**src/rtl/u2u_pkg.sv**
```systemverilog
// ----------------------------------------------------------------------------
// u2u_pkg: shared types and constants for the utf-8 to utf-16 transcoder
// Holds the decoder state, the per-byte batch of code units and the
// range check used on finished sequences.
// ----------------------------------------------------------------------------
package u2u_pkg;

  localparam int unsigned MaxUnits = 4;

  localparam logic [15:0] ReplacementUnit = 16'hFFFD;
  localparam logic [15:0] HighSurrBase    = 16'hD800;
  localparam logic [15:0] LowSurrBase     = 16'hDC00;
  localparam logic [20:0] SuppBase        = 21'h010000;
  localparam logic [20:0] MaxCodePoint    = 21'h10FFFF;
  localparam logic [20:0] MinTwoByte      = 21'h000080;
  localparam logic [20:0] MinThreeByte    = 21'h000800;
  localparam logic [20:0] SurrLow         = 21'h00D800;
  localparam logic [20:0] SurrHigh        = 21'h00DFFF;
  localparam logic [20:0] BmpMax          = 21'h00FFFF;

  // expected sequence lengths, zero means no sequence open
  localparam logic [2:0] SeqNone  = 3'd0;
  localparam logic [2:0] SeqTwo   = 3'd2;
  localparam logic [2:0] SeqThree = 3'd3;
  localparam logic [2:0] SeqFour  = 3'd4;

  typedef struct packed {
    logic [20:0] partial_value;
    logic [1:0]  bytes_held;
    logic [2:0]  sequence_length;
  } seq_state_t;

  // code units caused by one byte, in order, plus how many are valid
  typedef struct packed {
    logic [MaxUnits-1:0][15:0] units;
    logic [2:0]                count;
    logic                      eos;
  } unit_batch_t;

  // range check on a finished sequence
  function automatic logic value_ok(logic [2:0] len, logic [20:0] cp);
    logic ok;
    case (len)
      SeqTwo:   ok = (cp >= MinTwoByte);
      SeqThree: ok = (cp >= MinThreeByte) && !((cp >= SurrLow) && (cp <= SurrHigh));
      default:  ok = (cp >= SuppBase) && (cp <= MaxCodePoint);
    endcase
    return ok;
  endfunction

endpackage

```
**src/rtl/utf8_byte_if.sv**
```systemverilog
// ----------------------------------------------------------------------------
// utf8_byte_if: byte stream channel
// Valid/ready channel carrying one utf-8 byte and an end-of-string mark.
// ----------------------------------------------------------------------------
interface utf8_byte_if;
  logic       valid;
  logic       ready;
  logic [7:0] data_byte;
  logic       end_of_string;

  modport source (output valid, output data_byte, output end_of_string, input ready);
  modport sink   (input valid, input data_byte, input end_of_string, output ready);
endinterface

```
**src/rtl/utf16_unit_if.sv**
```systemverilog
// ----------------------------------------------------------------------------
// utf16_unit_if: code unit channel
// Valid/ready channel carrying one utf-16 code unit and its framing marks.
// ----------------------------------------------------------------------------
interface utf16_unit_if;
  logic        valid;
  logic        ready;
  logic [15:0] code_unit;
  logic        run_last;
  logic        string_end;

  modport source (output valid, output code_unit, output run_last, output string_end,
                  input ready);
  modport sink   (input valid, input code_unit, input run_last, input string_end,
                  output ready);
endinterface

```
**src/rtl/u2u_decode.sv**
```systemverilog
// ----------------------------------------------------------------------------
// u2u_decode: per-byte decode logic
// From the held sequence state and one byte, works out the code units the
// byte causes and the state left for the next byte.
// ----------------------------------------------------------------------------
module u2u_decode (
  input  u2u_pkg::seq_state_t  state,
  input  logic [7:0]           data_byte,
  input  logic                 end_of_string,
  output u2u_pkg::seq_state_t  state_next,
  output u2u_pkg::unit_batch_t batch
);

  logic        is_cont;
  logic [2:0]  held_inc;
  logic [20:0] acc;
  logic [20:0] supp_off;
  logic        fresh;

  assign is_cont  = (data_byte[7:6] == 2'b10);
  assign held_inc = {1'b0, state.bytes_held} + 3'd1;
  assign acc      = {state.partial_value[14:0], data_byte[5:0]};
  assign supp_off = acc - u2u_pkg::SuppBase;

  // build the unit list; slots not written default to the replacement unit
  always_comb begin
    batch.units = {u2u_pkg::MaxUnits{u2u_pkg::ReplacementUnit}};
    batch.count = 3'd0;
    batch.eos   = end_of_string;
    state_next  = state;
    fresh       = 1'b1;

    // continue or break an open sequence
    if (state.sequence_length != u2u_pkg::SeqNone) begin
      if (is_cont) begin
        fresh = 1'b0;
        if (held_inc >= state.sequence_length) begin
          if (u2u_pkg::value_ok(state.sequence_length, acc)) begin
            if (acc <= u2u_pkg::BmpMax) begin
              batch.units[0] = acc[15:0];
              batch.count    = 3'd1;
            end else begin
              batch.units[0] = u2u_pkg::HighSurrBase + {6'd0, supp_off[19:10]};
              batch.units[1] = u2u_pkg::LowSurrBase + {6'd0, supp_off[9:0]};
              batch.count    = 3'd2;
            end
          end else begin
            batch.count = 3'd1;
          end
          state_next = '0;
        end else if (end_of_string) begin
          batch.count = held_inc;
          state_next  = '0;
        end else begin
          state_next.bytes_held    = held_inc[1:0];
          state_next.partial_value = acc;
        end
      end else begin
        batch.count = {1'b0, state.bytes_held};
        state_next  = '0;
      end
    end

    // byte read as the start of a new sequence
    if (fresh) begin
      if (data_byte[7] == 1'b0) begin
        batch.units[batch.count[1:0]] = {8'd0, data_byte};
        batch.count = batch.count + 3'd1;
      end else if (data_byte[7:5] == 3'b110) begin
        state_next.sequence_length = u2u_pkg::SeqTwo;
        state_next.partial_value   = {16'd0, data_byte[4:0]};
        state_next.bytes_held      = 2'd1;
      end else if (data_byte[7:4] == 4'b1110) begin
        state_next.sequence_length = u2u_pkg::SeqThree;
        state_next.partial_value   = {17'd0, data_byte[3:0]};
        state_next.bytes_held      = 2'd1;
      end else if (data_byte[7:3] == 5'b11110) begin
        state_next.sequence_length = u2u_pkg::SeqFour;
        state_next.partial_value   = {18'd0, data_byte[2:0]};
        state_next.bytes_held      = 2'd1;
      end else begin
        batch.count = batch.count + 3'd1;
      end
      // lead byte carrying the end mark is truncated at once
      if (end_of_string && (state_next.sequence_length != u2u_pkg::SeqNone)) begin
        batch.count = batch.count + 3'd1;
        state_next  = '0;
      end
    end
  end

endmodule

```
**src/rtl/u2u_emit.sv**
```systemverilog
// ----------------------------------------------------------------------------
// u2u_emit: result buffer and unit sequencer
// Holds the batch of units from one byte and hands them out one per
// request, marking the last unit of the batch and of the string.
// ----------------------------------------------------------------------------
module u2u_emit (
  input  logic                  clk,
  input  logic                  rst,
  input  logic                  load,
  input  u2u_pkg::unit_batch_t  batch,
  output logic                  free,
  utf16_unit_if.source          unit_out
);

  logic                              valid;
  logic [u2u_pkg::MaxUnits-1:0][15:0] units;
  logic [2:0]                        cnt;
  logic [1:0]                        idx;
  logic                              eos;
  logic                              take;
  logic                              last;

  assign take = unit_out.valid && unit_out.ready;
  assign last = ({1'b0, idx} == (cnt - 3'd1));
  assign free = !valid || (take && last);

  // output channel
  assign unit_out.valid      = valid;
  assign unit_out.code_unit  = units[idx];
  assign unit_out.run_last   = last;
  assign unit_out.string_end = last && eos;

  // buffer occupancy
  always_ff @(posedge clk) begin
    if (rst) begin
      valid <= 1'b0;
    end else if (load) begin
      valid <= 1'b1;
    end else if (take && last) begin
      valid <= 1'b0;
    end
  end

  // batch payload and unit index
  always_ff @(posedge clk) begin
    if (load) begin
      units <= batch.units;
      cnt   <= batch.count;
      eos   <= batch.eos;
      idx   <= 2'd0;
    end else if (take) begin
      idx <= idx + 2'd1;
    end
  end

  a_idx_in_range: assert property (@(posedge clk) disable iff (rst)
    valid |-> (cnt != 3'd0) && ({1'b0, idx} < cnt))
    else $error("unit index beyond batch count");

  a_load_only_when_free: assert property (@(posedge clk) disable iff (rst)
    load |-> free)
    else $error("batch loaded over undelivered units");

  a_stall_holds_unit: assert property (@(posedge clk) disable iff (rst)
    (valid && !unit_out.ready) |=> valid && $stable(idx) && $stable(unit_out.code_unit))
    else $error("stalled unit changed");

endmodule

```
**src/rtl/utf8_to_utf16_transcoder.sv**
```systemverilog
// ----------------------------------------------------------------------------
// utf8_to_utf16_transcoder: streaming utf-8 to utf-16 converter
// Each byte passes the input register and is decoded into the unit buffer.
// Throughput: one byte per cycle while each byte yields at most one unit and
// unit_out is ready; a byte yielding more holds the input at the unit buffer.
// Reset (synchronous, rst high): no sequence open, both stages empty.
// ----------------------------------------------------------------------------
module utf8_to_utf16_transcoder (
  input  logic         clk,
  input  logic         rst,
  utf8_byte_if.sink    byte_in,
  utf16_unit_if.source unit_out
);

  logic                 in_valid;
  logic [7:0]           in_byte;
  logic                 in_eos;
  logic                 free;
  logic                 advance;
  u2u_pkg::seq_state_t  seq_state;
  u2u_pkg::seq_state_t  seq_state_next;
  u2u_pkg::unit_batch_t batch;

  assign advance       = in_valid && free;
  assign byte_in.ready = !in_valid || free;

  // input register
  always_ff @(posedge clk) begin
    if (rst) begin
      in_valid <= 1'b0;
    end else if (byte_in.valid && byte_in.ready) begin
      in_valid <= 1'b1;
    end else if (advance) begin
      in_valid <= 1'b0;
    end
  end

  always_ff @(posedge clk) begin
    if (byte_in.valid && byte_in.ready) begin
      in_byte <= byte_in.data_byte;
      in_eos  <= byte_in.end_of_string;
    end
  end

  // open sequence state
  always_ff @(posedge clk) begin
    if (rst) begin
      seq_state <= '0;
    end else if (advance) begin
      seq_state <= seq_state_next;
    end
  end

  u2u_decode u_decode (
    .state         (seq_state),
    .data_byte     (in_byte),
    .end_of_string (in_eos),
    .state_next    (seq_state_next),
    .batch         (batch)
  );

  u2u_emit u_emit (
    .clk      (clk),
    .rst      (rst),
    .load     (advance && (batch.count != 3'd0)),
    .batch    (batch),
    .free     (free),
    .unit_out (unit_out)
  );

  a_seq_len_legal: assert property (@(posedge clk) disable iff (rst)
    (seq_state.sequence_length == u2u_pkg::SeqNone) ||
    (seq_state.sequence_length == u2u_pkg::SeqTwo) ||
    (seq_state.sequence_length == u2u_pkg::SeqThree) ||
    (seq_state.sequence_length == u2u_pkg::SeqFour))
    else $error("illegal sequence length");

  a_held_below_len: assert property (@(posedge clk) disable iff (rst)
    (seq_state.sequence_length != u2u_pkg::SeqNone) |->
      (seq_state.bytes_held != 2'd0) &&
      ({1'b0, seq_state.bytes_held} < seq_state.sequence_length))
    else $error("held byte count out of range");

  a_closed_after_end: assert property (@(posedge clk) disable iff (rst)
    (advance && in_eos) |=> (seq_state.sequence_length == u2u_pkg::SeqNone))
    else $error("sequence left open after end of string");

endmodule

```
**src/flat_wrapper.sv**
```systemverilog
// flat-port wrapper written by rule: the top's interface ports become plain ports
module utf8_to_utf16_transcoder_flat 
  (clk, rst, byte_in_valid, byte_in_data_byte, byte_in_end_of_string, byte_in_ready, unit_out_valid, unit_out_code_unit, unit_out_run_last, unit_out_string_end, unit_out_ready);
  utf8_byte_if byte_in_i ();
  utf16_unit_if unit_out_i ();
  input  logic clk;
  input  logic rst;
  input wire logic [$bits(byte_in_i.valid)-1:0] byte_in_valid;
  input wire logic [$bits(byte_in_i.data_byte)-1:0] byte_in_data_byte;
  input wire logic [$bits(byte_in_i.end_of_string)-1:0] byte_in_end_of_string;
  output wire logic [$bits(byte_in_i.ready)-1:0] byte_in_ready;
  output wire logic [$bits(unit_out_i.valid)-1:0] unit_out_valid;
  output wire logic [$bits(unit_out_i.code_unit)-1:0] unit_out_code_unit;
  output wire logic [$bits(unit_out_i.run_last)-1:0] unit_out_run_last;
  output wire logic [$bits(unit_out_i.string_end)-1:0] unit_out_string_end;
  input wire logic [$bits(unit_out_i.ready)-1:0] unit_out_ready;
  assign byte_in_i.valid = byte_in_valid;
  assign byte_in_i.data_byte = byte_in_data_byte;
  assign byte_in_i.end_of_string = byte_in_end_of_string;
  assign byte_in_ready = byte_in_i.ready;
  assign unit_out_valid = unit_out_i.valid;
  assign unit_out_code_unit = unit_out_i.code_unit;
  assign unit_out_run_last = unit_out_i.run_last;
  assign unit_out_string_end = unit_out_i.string_end;
  assign unit_out_i.ready = unit_out_ready;
  utf8_to_utf16_transcoder u_core (.clk(clk), .rst(rst), .byte_in(byte_in_i), .unit_out(unit_out_i));
endmodule
```
**config.mk**
```make
export PLATFORM = sky130hd
export DESIGN_NAME = utf8_to_utf16_transcoder_flat
export DESIGN_NICKNAME = d
export VERILOG_FILES = /design/src/rtl/u2u_pkg.sv /design/src/rtl/utf8_byte_if.sv /design/src/rtl/utf16_unit_if.sv /design/src/rtl/u2u_decode.sv /design/src/rtl/u2u_emit.sv /design/src/rtl/utf8_to_utf16_transcoder.sv /design/src/flat_wrapper.sv
export SDC_FILE = /design/constraint.sdc
export NUM_CORES = 1
export LEC_CHECK = 0
export ABC_AREA = 1
export ABC_CLOCK_PERIOD_IN_PS = 7090
export BUFFER_PORTS_ARGS = -buffer_cell sky130_fd_sc_hd__buf_2
export CORE_ASPECT_RATIO = 1.4
export CORE_MARGIN = 3
export CORE_UTILIZATION = 52
export DETAILED_ROUTE_END_ITERATION = 8
export GPL_TIMING_DRIVEN = 0
export MAX_ROUTING_LAYER = met4
export PLACE_DENSITY_LB_ADDON = 0.12
export SLEW_MARGIN = 15
export SYNTH_ARGS = -nofsm -noshare
export SYNTH_HDL_FRONTEND = slang
export SYNTH_SLANG_ARGS = --single-unit
export TNS_END_PERCENT = 30
```
**constraint.sdc**
```tcl
create_clock -name clk -period 7.09 [get_ports clk]
set_input_delay 0.709 -clock clk [delete_from_list [all_inputs] [get_ports clk]]
set_output_delay 0.709 -clock clk [all_outputs]
set_load 0.02 [all_outputs]
```
==> results.sh <==
export IMPL_finalWeightedCongestion=0.920
export IMPL_wl_per_cell_um=16.4
export IMPL_cts_buffers=9
export IMPL_p_per_area_nw_per_um2=251
export IMPL_final_core_util=0.616
export IMPL_hp_class="reg -> reg"
export IMPL_layout_drive_gt1_share=0.162
export IMPL_synth_seq_cells=83
export IMPL_grt_total_usage=0.244
export IMPL_final_area_sq_um=5170
export IMPL_htreeDepth=3
export IMPL_synth_nets=575
export IMPL_ir_drop_uv=186
export IMPL_drt_iter0_markers=450
export IMPL_start_util=0.547
export IMPL_io_buffer_count=32
export IMPL_holdPathStages=2
export IMPL_pin_count=33
export IMPL_syn_avg_cell_area_sq_um=8.35
export IMPL_gr_total_overflow=0
export IMPL_leakagePower_uw=0.00204
export IMPL_worstPathArrival_ns=4.28
export IMPL_final_common_cell="nand2_1"
export IMPL_fillCellCount=726
export IMPL_tns_ns=0
export IMPL_max_cap_viol_count=0
export IMPL_cts_tree="done"
export IMPL_worst_pin_slew_ns=1.03
export IMPL_clkTransAtPathRegs_ns=0.06
export IMPL_cp_max_fo=52
export IMPL_cts_root_buf="clkbuf_16"
export IMPL_drc=0
export IMPL_status="finished, final reports clean"
export IMPL_clkLatencyLatePin_ns=0.34
export IMPL_dieArea_sq_um=10000
export IMPL_placed_cell_area_sq_um=4880
export IMPL_grt_pass1_wl_um=18300
export IMPL_cts_resized=0
export IMPL_worst_setup_path_type="reg -> reg"
export IMPL_crit_required_ns=7.05
export IMPL_antenna_found_initial=0
export IMPL_coreArea_sq_um=8390
export IMPL_cts_path_max_buffers=2
export IMPL_yosys_cell_types_count=39
export IMPL_grt_max_degree=53
export IMPL_viasPerCell=5.66
export IMPL_hold_violations=0
export IMPL_cts_hold_buf=0
export IMPL_slew_violations=0
export IMPL_n_antenna_cell=0
export IMPL_worstSetupEndpointType="flop"
export IMPL_detail_route_antenna_nets=0
export IMPL_slew_headroom=0.312
export IMPL_rsz0062_at_grt="false"
export IMPL_syn_cell_area_sq_um=4590
export IMPL_timing_final_crit_share=0.610
export IMPL_min_period_ns=4.33
export IMPL_final_cell_mix="nand2_1, inv_1, edfxtp_1"
export IMPL_fmax_ghz=0.231
export IMPL_synth_seq_area_share=0.490
export IMPL_dp_hpwl_um=8580
export IMPL_cts_num_sinks=83
export IMPL_reg2reg_depth=23
export IMPL_area_growth_pct=12.6
export IMPL_first_pass_iters=6
export IMPL_finalNetCount=618
export IMPL_grt_pass1_vias=3808
export IMPL_dieHeight_um=117
export IMPL_setup_ws_ns=2.76
export IMPL_die_x_um=85.4
export IMPL_setup_viol=0
export IMPL_crit_path_start_kind="flop"
export IMPL_netlist_instances=550
export IMPL_drt_wl_total_um=11500
export IMPL_vias=3963
export IMPL_place_ws_ns=2.79
export IMPL_row_count=39
export IMPL_postCtsSetupBuffers=0
export IMPL_yosys_warnings=0
export IMPL_fin_skew_ns=0.00468
==> final timing paths <==
path / start / endpoint / slack, ns
setup / recovery: u_core.seq_state[3]$_SDFFE_PP0P_ / u_core.u_emit.units[20]$_DFFE_PP_ / 2.76
hold / removal: u_core.seq_state[2]$_SDFFE_PP0P_ / u_core.seq_state[2]$_SDFFE_PP0P_ / 0.47
setup reg to reg: u_core.seq_state[3]$_SDFFE_PP0P_ / u_core.u_emit.units[20]$_DFFE_PP_ / 2.76
hold reg to reg: u_core.seq_state[2]$_SDFFE_PP0P_ / u_core.seq_state[2]$_SDFFE_PP0P_ / 0.47
==> kinds of logic after synthesis <==
group	after synthesis	synth area share
XOR/XNOR	7	0.0134
adder cells (fa/ha/maj)	12	0.0327
AO/OA/AOI/OAI	120	0.156
AND/OR/NAND/NOR	223	0.221
buffers and inverters	105	0.0866
flip-flops	83	0.490
==> metrics by stage <==
step,instances,hold WS [ns],power [uW]
3_5_place_dp,684,0.458,847
3_3_place_gp,684,0.457,842
2_1_floorplan,550,0.445,755
4_1_cts,700,0.467,1300
5_1_grt,700,0.510,1350
6_report,700,0.465,1300
==> synthesized netlist by cell type <==
master	number	area share
a21oi_1	34	0.037
a311oi_1	1	0.0019
nor3_1	7	0.0076
o221ai_1	2	0.0038
clkbuf_2	2	0.0022
nand3b_1	1	0.0016
nand2_2	12	0.016
edfxtp_1	59	0.39
buf_2	1	0.0011
nor3_2	1	0.0022
inv_1	71	0.058
clkinv_1	3	0.0025
nand3_1	31	0.034
clkbuf_1	14	0.011
nor2_1	47	0.038
o22ai_1	23	0.031
a211oi_1	2	0.0033
a31oi_1	3	0.0041
o21ai_2	1	0.0019
o31ai_1	1	0.0016
ha_1	12	0.033
o21ai_0	38	0.041
a22oi_1	3	0.0049
dfxtp_1	24	0.10
a31oi_4	1	0.0046
nor2_4	5	0.012
xnor2_1	2	0.0038
a221oi_1	6	0.011
a21oi_2	2	0.0038
nand2_4	1	0.0025
o32ai_1	1	0.0019
inv_2	14	0.011
nor2_2	9	0.012
nand3_2	2	0.0044
o21ai_1	1	0.0011
nand4_1	4	0.0054
xor2_1	5	0.0095
nand2_1	103	0.084
o211ai_1	1	0.0016
==> critical path: stages, from the launching register on <==
cell and delay [ns]:
dfxtp_1 0.45, ha_1 0.30, ha_1 0.30, nand3b_1 0.08
nand3_1 0.10, inv_1 0.13, nor2_2 0.14, nand3_2 0.13
nand2_1 0.11, inv_1 0.05, nor2_1 0.17, inv_1 0.09
ha_1 0.28, nand2_1 0.08, nand2_2 0.07, ha_1 0.27
nand2_1 0.05, nand2_1 0.06, inv_1 0.03, nand2_1 0.08
a21oi_2 0.05, nand2_1 0.07, nand2_2 0.06, inv_2 0.74
==> layer usage <==
metal | global-route usage | part of all wire | vias up
li1 | - | - | 1944
met1 | 0.267 | 0.38 | 1824
met2 | 0.428 | 0.52 | 162
met3 | 0.0399 | 0.065 | 33
met4 | 0.121 | 0.030 | 0
met5 | - | 0 | -
==> cell type report <==
class / instances / area, sq um / area share
Buffer: 17 / 67.6 / 0.0131
Clock buffer: 9 / 225 / 0.0435
Clock inverter: 7 / 67.6 / 0.0131
Sequential cell: 83 / 2250 / 0.435
Timing Repair Buffer: 32 / 160 / 0.0310
Inverter: 88 / 330 / 0.0639
Multi-Input combinational cell: 362 / 1940 / 0.375
Tap cell: 102 / 128 / 0.0247
==> flip-flops by register name (all words and copies together), names as in the netlist <==
signal / count
u_core.u_emit.units: 46
u_core.seq_state: 20
u_core.in_eos: 1
u_core.u_emit.unit_out.valid: 1
u_core.u_emit.idx: 2
u_core.in_byte: 8
u_core.u_emit.eos: 1
u_core.in_valid: 1
u_core.u_emit.cnt: 3
==> report_power, final <==
part | total (uW) | internal (uW) | switching (uW)
clock network | 462 | 272 | 190
logic | 280 | 81.7 | 198
registers | 556 | 543 | 13.4
total | 1300 | 896 | 402
Power figures use the tool's default switching activity.
